==> src/hdl/cte_pkg.sv <==
`default_nettype none
package cte_pkg;

  localparam int unsigned MaxFaceSize = 4096;
  localparam int unsigned FracBits    = 16;
  localparam int unsigned CordicSteps = 30;
  localparam int unsigned RootSteps   = 31;
  localparam int unsigned CW          = 36;
  localparam int unsigned SW          = 62;
  localparam int unsigned DW          = 16;
  localparam int unsigned AW          = 38;

  localparam logic [2:0] FacePosX = 3'd0;
  localparam logic [2:0] FaceNegX = 3'd1;
  localparam logic [2:0] FacePosY = 3'd2;
  localparam logic [2:0] FaceNegY = 3'd3;
  localparam logic [2:0] FacePosZ = 3'd4;
  localparam logic [2:0] FaceNegZ = 3'd5;

  localparam logic signed [CW-1:0] QuarterTurn = CW'(64'sd1073741824);

  typedef struct packed {
    logic signed [DW-1:0] dx;
    logic signed [DW-1:0] dy;
    logic signed [DW-1:0] dz;
  } dir_t;

  typedef struct packed {
    logic        valid;
    logic        bad;
    logic [2:0]  face;
    logic [11:0] px;
    logic [11:0] py;
  } side_t;

  function automatic dir_t face_dir(input logic [2:0] f, input logic signed [DW-1:0] s,
                                    input logic signed [DW-1:0] a,
                                    input logic signed [DW-1:0] b);
    dir_t d;
    d = '0;
    case (f)
      FacePosX: begin d.dx = s;  d.dy = -b; d.dz = -a; end
      FaceNegX: begin d.dx = -s; d.dy = -b; d.dz = a;  end
      FacePosY: begin d.dx = a;  d.dy = s;  d.dz = b;  end
      FaceNegY: begin d.dx = a;  d.dy = -s; d.dz = -b; end
      FacePosZ: begin d.dx = a;  d.dy = -b; d.dz = s;  end
      FaceNegZ: begin d.dx = -a; d.dy = -b; d.dz = -s; end
      default:  d = '0;
    endcase
    return d;
  endfunction

  function automatic logic signed [CW-1:0] atan_unit(input logic [4:0] k);
    logic [31:0] v;
    case (k)
      5'd0:  v = 32'd536870912;
      5'd1:  v = 32'd316933406;
      5'd2:  v = 32'd167458907;
      5'd3:  v = 32'd85004756;
      5'd4:  v = 32'd42667331;
      5'd5:  v = 32'd21354465;
      5'd6:  v = 32'd10679838;
      5'd7:  v = 32'd5340247;
      5'd8:  v = 32'd2670163;
      5'd9:  v = 32'd1335087;
      5'd10: v = 32'd667544;
      5'd11: v = 32'd333772;
      5'd12: v = 32'd166886;
      5'd13: v = 32'd83443;
      5'd14: v = 32'd41722;
      5'd15: v = 32'd20861;
      5'd16: v = 32'd10430;
      5'd17: v = 32'd5215;
      5'd18: v = 32'd2608;
      5'd19: v = 32'd1304;
      5'd20: v = 32'd652;
      5'd21: v = 32'd326;
      5'd22: v = 32'd163;
      5'd23: v = 32'd81;
      5'd24: v = 32'd41;
      5'd25: v = 32'd20;
      5'd26: v = 32'd10;
      5'd27: v = 32'd5;
      5'd28: v = 32'd3;
      5'd29: v = 32'd1;
      default: v = 32'd0;
    endcase
    return signed'(CW'(v));
  endfunction

  function automatic logic [FracBits-1:0] to_fraction(input logic signed [AW-1:0] a);
    logic signed [AW-1:0] t;
    logic [FracBits-1:0] r;
    t = (a + (AW'(1) <<< (31 - FracBits))) >>> (32 - FracBits);
    if (a < 0) begin
      r = '0;
    end else if (t > signed'(AW'((64'd1 << FracBits) - 1))) begin
      r = '1;
    end else begin
      r = t[FracBits-1:0];
    end
    return r;
  endfunction

endpackage
`default_nettype wire

==> src/hdl/cte_root_cell.sv <==
`default_nettype none
module cte_root_cell
  import cte_pkg::*;
(
  input  wire logic          clk_i,
  input  wire logic          en_i,
  input  wire logic [4:0]    step_i,
  input  wire logic [SW-1:0] n_i,
  input  wire logic [SW-1:0] r_i,
  output logic [SW-1:0]      n_o,
  output logic [SW-1:0]      r_o
);

  logic [SW-1:0] bitv, trial, n_d, r_d;

  always_comb begin
    bitv  = SW'(1) << {step_i, 1'b0};
    trial = r_i + bitv;
    if (n_i >= trial) begin
      n_d = n_i - trial;
      r_d = (r_i >> 1) + bitv;
    end else begin
      n_d = n_i;
      r_d = r_i >> 1;
    end
  end

  always_ff @(posedge clk_i) begin
    if (en_i) begin
      n_o <= n_d;
      r_o <= r_d;
    end
  end

endmodule
`default_nettype wire

==> config.mk <==
export PLATFORM = sky130hd
export DESIGN_NAME = cte_root_cell
export DESIGN_NICKNAME = d
export VERILOG_FILES = /design/src/hdl/cte_pkg.sv /design/src/hdl/cte_root_cell.sv
export SDC_FILE = /design/constraint.sdc
export NUM_CORES = 1
export LEC_CHECK = 0
export ABC_AREA = 1
export BUFFER_PORTS_ARGS = -buffer_cell sky130_fd_sc_hd__buf_4
export CAP_MARGIN = 15
export CELL_PAD_IN_SITES_DETAIL_PLACEMENT = 0
export CELL_PAD_IN_SITES_GLOBAL_PLACEMENT = 1
export CORE_UTILIZATION = 37
export CTS_CLUSTER_DIAMETER = 50
export DETAILED_ROUTE_END_ITERATION = 7
export PLACE_DENSITY = 0.82
export SYNTH_ARGS = -nofsm -noshare
export SYNTH_HDL_FRONTEND = slang
export SYNTH_SLANG_ARGS = --single-unit
export TNS_END_PERCENT = 30
==> constraint.sdc <==
create_clock -name clk_i -period 4.2 [get_ports clk_i]
set_input_delay 0.42 -clock clk_i [delete_from_list [all_inputs] [get_ports clk_i]]
set_output_delay 0.42 -clock clk_i [all_outputs]
set_load 0.005 [all_outputs]
==> results of run 1 <==
[state kept, by name (all words and copies together), names as in the netlist]
| name | cells |
|---|---|
| n_o | 62 |
| r_o | 62 |
[layout make-up]
cell class              instances  area, µm²
clock inverters                13        174
well taps                     664        831
multi-input cells            2414      15100
fillers                      4492      18100
flip-flops and latches        124       3720
clock buffers                  19        433
repair buffers               1065       8500
inverters                     493       1880
[worst min-delay path, cell delays in order]
cell                      delay [ns]
sky130_fd_sc_hd__buf_4          0.10
sky130_fd_sc_hd__nand3_1        0.06
sky130_fd_sc_hd__nand2_1        0.06
[cell families (layout without fill, tap and decap cells)]
group                      Yosys count  in the layout  synth area share (%)
adders and majority gates          107            107                  7.38
buffers and inverters              531           1590                  11.6
xor gates and xnor gates           103            103                  4.94
DFF                                124            124                  20.4
AOI/OAI and AO/OA                  473            473                  14.3
and+or+nand+nor                   1731           1731                  41.4
[what timing repair did]
action / CTS / global route
buffers inserted: 36 / 26
cloned: 5 / 4
pin swaps: 31 / 128
endpoints found under the setup margin: 124 / 124
gates resized for setup: 284 / 454
[how the worst min path moves through the flow]
stage / end / slack, ns
5_1_grt: n_o[54]$_DFFE_PP_ / 0.25
4_1_cts: n_o[54]$_DFFE_PP_ / 0.23
3_3_place_gp: n_o[58]$_DFFE_PP_ / 0.74
3_5_place_dp: n_o[54]$_DFFE_PP_ / 0.75
2_1_floorplan: n_o[0]$_DFFE_PP_ / 0.53
6_report: n_o[54]$_DFFE_PP_ / 0.26
[metrics by stage]
stage	instance area [µm²]	hold WS (ns)	util [%]	instances
finish	30700	0.263	62.9	4792
global placement	26400	0.736	54.2	4692
floorplan	18300	0.532	-	3069
global route	30700	0.249	62.9	4792
CTS	28600	0.232	58.7	4765
detailed placement	26400	0.748	54.2	4692
[power by group through the flow]
stage               sequential (mW)  combinational (mW)  clock, mW
CTS                            1.64                2.96       1.67
floorplan                      1.67                1.13          0
global placement               1.65                2.68          0
global route                   1.65                3.49       1.70
finish                         1.64                3.30       1.65
detailed placement             1.66                2.71          0
[layer usage]
| metal | up-vias | global-route usage, % | wire length, µm |
|---|---|---|---|
| li1 | 12100 | - | - |
| met1 | 11900 | 45.7 | 39300 |
| met2 | 1170 | 64.8 | 47100 |
| met3 | 309 | 4.64 | 6250 |
| met4 | 0 | 24.7 | 7010 |
| met5 | - | 0 | 0 |
[placed cells by master, fill, tap and decap left out, types with 10 or more instances in the layout]
cell type                      n
sky130_fd_sc_hd__a21o_1       13
sky130_fd_sc_hd__a21oi_1     154
sky130_fd_sc_hd__a21oi_2      42
sky130_fd_sc_hd__a21oi_4      10
sky130_fd_sc_hd__a31oi_1      13
sky130_fd_sc_hd__buf_12       14
sky130_fd_sc_hd__buf_4      1011
sky130_fd_sc_hd__buf_6        20
sky130_fd_sc_hd__buf_8        11
sky130_fd_sc_hd__clkbuf_16    20
sky130_fd_sc_hd__edfxtp_1    124
sky130_fd_sc_hd__ha_1         57
sky130_fd_sc_hd__ha_4         47
sky130_fd_sc_hd__inv_1       435
sky130_fd_sc_hd__inv_2        53
sky130_fd_sc_hd__nand2_1     723
sky130_fd_sc_hd__nand2_2     128
sky130_fd_sc_hd__nand2_4      20
sky130_fd_sc_hd__nand3_1     189
sky130_fd_sc_hd__nand3_2      38
sky130_fd_sc_hd__nand3_4      12
sky130_fd_sc_hd__nand3b_1     27
sky130_fd_sc_hd__nand4_1      47
sky130_fd_sc_hd__nor2_1      340
sky130_fd_sc_hd__nor2_2       66
sky130_fd_sc_hd__nor2_4       46
sky130_fd_sc_hd__nor3_1       32
sky130_fd_sc_hd__nor3_2       13
sky130_fd_sc_hd__nor3_4       17
sky130_fd_sc_hd__o21a_1       10
sky130_fd_sc_hd__o21ai_0      89
sky130_fd_sc_hd__o21ai_1      42
sky130_fd_sc_hd__o21ai_2      40
sky130_fd_sc_hd__o21bai_1     11
sky130_fd_sc_hd__xnor2_1      42
sky130_fd_sc_hd__xor2_1       43
sky130_fd_sc_hd__xor2_2       12
==> out/results.md, run 1 <==
- finished with violations — run status
- setup timing — failing checks
- 0 — number of max-cap violations
- 27 — total of endpoints with negative setup slack in the final report
- 5.95 µm² — average instance area after synthesis
- 124 — count of state elements after synthesis
- in -> reg — category of the most critical setup path
- n_i[54] — Hold Path Origin
- 50.1% — portion of total power attributed to combinational logic
- sky130_fd_sc_hd__edfxtp_1 — top_reg_cell synth
- sky130_fd_sc_hd__clkbuf_16 — clock tree root driver cell
- 24600 — number of global-route vias before repair
- 12 — number of buffers and inverters on the critical path
- -0.881 ns — total negative slack
- 0 — antenna violations before repair
- 25.1% — clock network power share
- 4.11 mW — internal power contribution
- 0 — DRC viols
- 143000 µm — global-route wire length before repair
- 59 — distinct cell type count after synthesis
- 20.8 µm — drt wl/cell
- 0.235 mV — largest vdd supply drop
- 2 — number of buffers on the longest clock path
- 3307 — net count after synthesis
- 0 — yosys synthesis warning count
- 215 nW/µm² — power density over cell area
- 20.4% — proportion of netlist area held by the largest area contributor
- buffers and inverters — kind of cell adding the most delay to the critical path
- 4353 — Final nets
- 68.1% — synthesis-to-layout area growth
- 6.58 mW — total chip power
- 1.05 — Routability Congestion
- 14.6 nW — Leakage Power
- 124 — number of sinks driven by the clock tree
- sky130_fd_sc_hd__ha_4 — cell type of the slowest stage on the worst timing path
- 50200 µm² — total die area
- 0 — Final ANT Viol Nets
- 20.4% — Seq/Total Area, Yosys
- 37.6% — switching share of power
- 41.1% — layout cell share with drive strength beyond 1
- 4.28 ns — min cycle time layout
- 80900 µm — post-detail-place hpwl
- 40.7% — relative max-transition margin
- yes — RSZ-0062 raised after global routing
- 0 — number of slew-limit violations in the final report
- flop — Worst setup EP type
- 3 — number of stages on the worst hold path
- 0% — ys async rst share
- 99700 µm — Routed Wire Length
- 0.890 ns — transition time of the tightest slew-check pin
- 0 — final hold violations
- 37.4% — Starting Density
- r_o[4]$_DFFE_PP_ — Critical Path Sink
- input pin — critical path launch point type
- 0 — CTS Hold Bufs
- 25400 — vias post-DR
- 31 — number of cells on the critical path
- 0 — aggregate global routing overflow
- 845 x sky130_fd_sc_hd__nand2_1, 470 x sky130_fd_sc_hd__inv_1, 425 x sky130_fd_sc_hd__nor2_1, 226 x sky130_fd_sc_hd__nand3_1, 205 x sky130_fd_sc_hd__a21oi_1 — leading cell types by count after synthesis
- 8 — crit-path max FO
- 48700 µm² — core footprint
- 224 µm — Horiz. Die Dim
- done — CTS tree
- step_i[0] — first element of the critical path
- 2247 — detailed router's first-iteration violation count
- 0.234 GHz — maximum clock frequency
- 24.9% — Sequential Power Share
- 18200 µm² — Post-Synthesis Cell Area
- 0.25 ns — delay of the slowest cell on the worst path
- 124 — Post-synth EDFFs
- 4.44 ns — Required @ worst endpoint
- 6 — number of optimization iterations in the first detailed-route pass
- 2.47 mW — NetSw
- 5.31 — vias per cell
- in -> reg — path category of the worst min-delay check
- 0 — antenna fix cells
- 102% — part of the cycle the worst path needs
- -1.21 ns — post-placement setup slack
- 65 — pin count of the biggest net entering global routing
- 254 — count of buffers inserted at the top-level ports
- sky130_fd_sc_hd__buf_12 — Critical Path Most Common Cell
- 81 — floorplan row count
- 4.52 ns — crit path DAT
- -0.0760 ns — Final Worst Setup Slack
- 255 — ports placed on the boundary
- 0.06 ns — clock input transition at the sequential cells of the worst setup and hold paths
- 4 — H-tree lvl count
- sky130_fd_sc_hd__edfxtp_1 20%, sky130_fd_sc_hd__nand2_1 17%, sky130_fd_sc_hd__inv_1 9.7%, sky130_fd_sc_hd__nor2_1 8.7%, sky130_fd_sc_hd__ha_1 7.3% — biggest area contributors in the synthesized netlist
- sky130_fd_sc_hd__nand2_1 — library cell with the highest instance count after synthesis
- 17 — clock buffers created by TritonCTS
- 38.3% — global routing usage summed across all routing layers
- 3069 — gate count of the mapped netlist
- 224 µm — die extent in y
- sky130_fd_sc_hd__edfxtp_1 — library cell with the largest summed area after synthesis
Note: power is estimated with default switching activity, not from simulation.
==> inputs of run 2 (changes only) <==
--- a/config.mk
+++ b/config.mk
@@ -10,6 +10,7 @@
 export CAP_MARGIN = 15
 export CELL_PAD_IN_SITES_DETAIL_PLACEMENT = 0
 export CELL_PAD_IN_SITES_GLOBAL_PLACEMENT = 1
+export CORE_ASPECT_RATIO = 0.7
 export CORE_UTILIZATION = 37
 export CTS_CLUSTER_DIAMETER = 50
 export DETAILED_ROUTE_END_ITERATION = 7
==> out/results.md, run 2 (synthesis gave the netlist of run 1 again) <==
- finished with violations — run status
- setup timing — failing checks
- 3248 — detailed router's first-iteration violation count, +45%
- 255 — ports placed on the boundary, unchanged
- done — CTS tree
- 0 — antenna fix cells, unchanged
- 1032 x sky130_fd_sc_hd__buf_4, 711 x sky130_fd_sc_hd__nand2_1, 424 x sky130_fd_sc_hd__inv_1, 306 x sky130_fd_sc_hd__nor2_1, 193 x sky130_fd_sc_hd__nand3_1 — commonest cells after routing, fill and taps aside
- sky130_fd_sc_hd__o21ai_0 — cell type of the slowest stage on the worst timing path
- 0 — number of slew-limit violations in the final report, unchanged
- 0 — antenna violations before repair, unchanged
- yes — RSZ-0062 raised after global routing
- 31600 µm² — finished layout cell area, +2.9%
- 42.7% — relative max-transition margin, +2.1 points
- 4822 — post-route insts no fill, +0.63%
- 0.30 ns — delay of the slowest cell on the worst path, +0.05 ns
- 143000 µm — global-route wire length before repair, +0.67%
- 26300 — vias post-DR, +3.3%
- flop — Worst setup EP type
- 0.221 GHz — maximum clock frequency, -5.3%
- 105000 µm — Routed Wire Length, +5.5%
- 67 — pin count of the biggest net entering global routing, +3.1%
- -0.316 ns — Final Worst Setup Slack, -0.240 ns
- 0.263 mV — largest vdd supply drop, +12%
- 73.1% — synthesis-to-layout area growth
- 254 — count of buffers inserted at the top-level ports, unchanged
- 23700 — number of global-route vias before repair, -3.5%
- 6 — number of optimization iterations in the first detailed-route pass, unchanged
- 24 — crit-path max FO, +16
- 212 nW/µm² — power density over cell area, -1.2%
- 0 — number of max-cap violations, unchanged
- 188 µm — die extent in y, -16%
- -1.20 ns — post-placement setup slack, +0.00608 ns
- 4392 — Final nets, +0.90%
- 0 — DRC viols, unchanged
- 124 — number of sinks driven by the clock tree, unchanged
- in -> reg — category of the most critical setup path
- 108% — part of the cycle the worst path needs, +5.7 points
- 6.70 mW — total chip power, +1.7%
- 37.8% — Starting Density, +0.36 points
- 38.8% — global routing usage summed across all routing layers, +0.54 points
- 124 — total of endpoints with negative setup slack in the final report, +360%
- 1.06 — Routability Congestion, +0.76%
- 26400 µm² — standard cell area after detailed placement, about the same
- 50200 µm² — total die area, about the same
- sky130_fd_sc_hd__buf_4 — Critical Path Most Common Cell
- 0 — Final ANT Viol Nets, unchanged
- sky130_fd_sc_hd__buf_4 — most common library cell in the layout ignoring fill and taps
- n_o: 62 flops, r_o: 62 flops — Largest regs
- 0 — final hold violations, unchanged
- 4.52 ns — min cycle time layout, +0.240 ns
- 15.0 nW — Leakage Power, +2.4%
- 0.859 ns — transition time of the tightest slew-check pin, -0.0313 ns
- 48300 µm² — core footprint, -0.95%
- 4 — H-tree lvl count, unchanged
- 0.07 ns — clock input transition at the sequential cells of the worst setup and hold paths, about the same
- 67 — floorplan row count, -17%
- 21.8 µm — drt wl/cell, +4.8%
- 4.46 ns — Required @ worst endpoint, +0.02 ns
- 0 — aggregate global routing overflow, unchanged
- input pin — critical path launch point type
- sky130_fd_sc_hd__clkbuf_16 — clock tree root driver cell
- 4685 — Placed Cells incl. Taps, -0.15%
- 4.78 ns — crit path DAT, +0.26 ns
- 2 — number of buffers on the longest clock path, unchanged
- 5.45 — vias per cell, +2.7%
- 42.9% — layout cell share with drive strength beyond 1, +1.8 points
- in -> reg — path category of the worst min-delay check
- 267 µm — Horiz. Die Dim, +19%
- 17 — clock buffers created by TritonCTS, unchanged
- 83100 µm — post-detail-place hpwl, +2.7%
run 2: final timing paths:
check                           end  slack, ns  cells after the start  startpoint
setup / recovery  r_o[12]$_DFFE_PP_      -0.32                     32   step_i[0]
hold / removal    n_o[53]$_DFFE_PP_       0.28                      3     n_i[53]
run 2: final cells by class:
class,count,area [µm²]
Sequential cell,124,3720
Multi-Input combinational cell,2415,15600
Timing Repair inverter,1,8.76
Clock inverter,15,146
Clock buffer,17,425
Fill cell,4361,16700
Timing Repair Buffer,1102,8990
Inverter,493,1890
Tap cell,655,820
run 2: power breakdown:
group / switching, mW / internal [mW]
combinational: 1.85 / 1.64
sequential: 0.0521 / 1.58
clock: 0.703 / 0.870
run 2: metal layers:
layer  track usage, %  part of all wire (%)  up-vias
li1                 -                     -    12200
met1             56.7                    45    12400
met2             52.5                    39     1541
met3             16.1                    14      200
met4             6.97                   2.4        2
met5                0                 0.046        -
run 2: critical path, delay by kind of cell:
family | cells | cell delay [ns]
AO/OA/AOI/OAI | 4 | 0.72
adder cells (fa/ha/maj) | 2 | 0.43
buffers and inverters | 10 | 1.44
AND/OR/NAND/NOR | 16 | 1.75
run 2: through the flow:
stage | hold slack [ns] | setup TNS, ns | utilization (%)
floorplan | 0.532 | -0.0151 | -
detailed placement | 0.742 | -138.73 | 54.7
CTS | 0.241 | -1.40 | 58.9
global route | 0.281 | -36.69 | 65.4
finish | 0.283 | -19.02 | 65.4
global placement | 0.747 | -139.69 | 54.7
run 2: timing repair:
| action | 4_1_cts | 5_1_grt |
|---|---|---|
| cloned | 7 | 9 |
| buffers inserted | 24 | 67 |
| endpoints found under the setup margin | 124 | 124 |
| hold buffers | 0 | 0 |
| gates resized for setup | 255 | 582 |
| pin swaps | 38 | 112 |
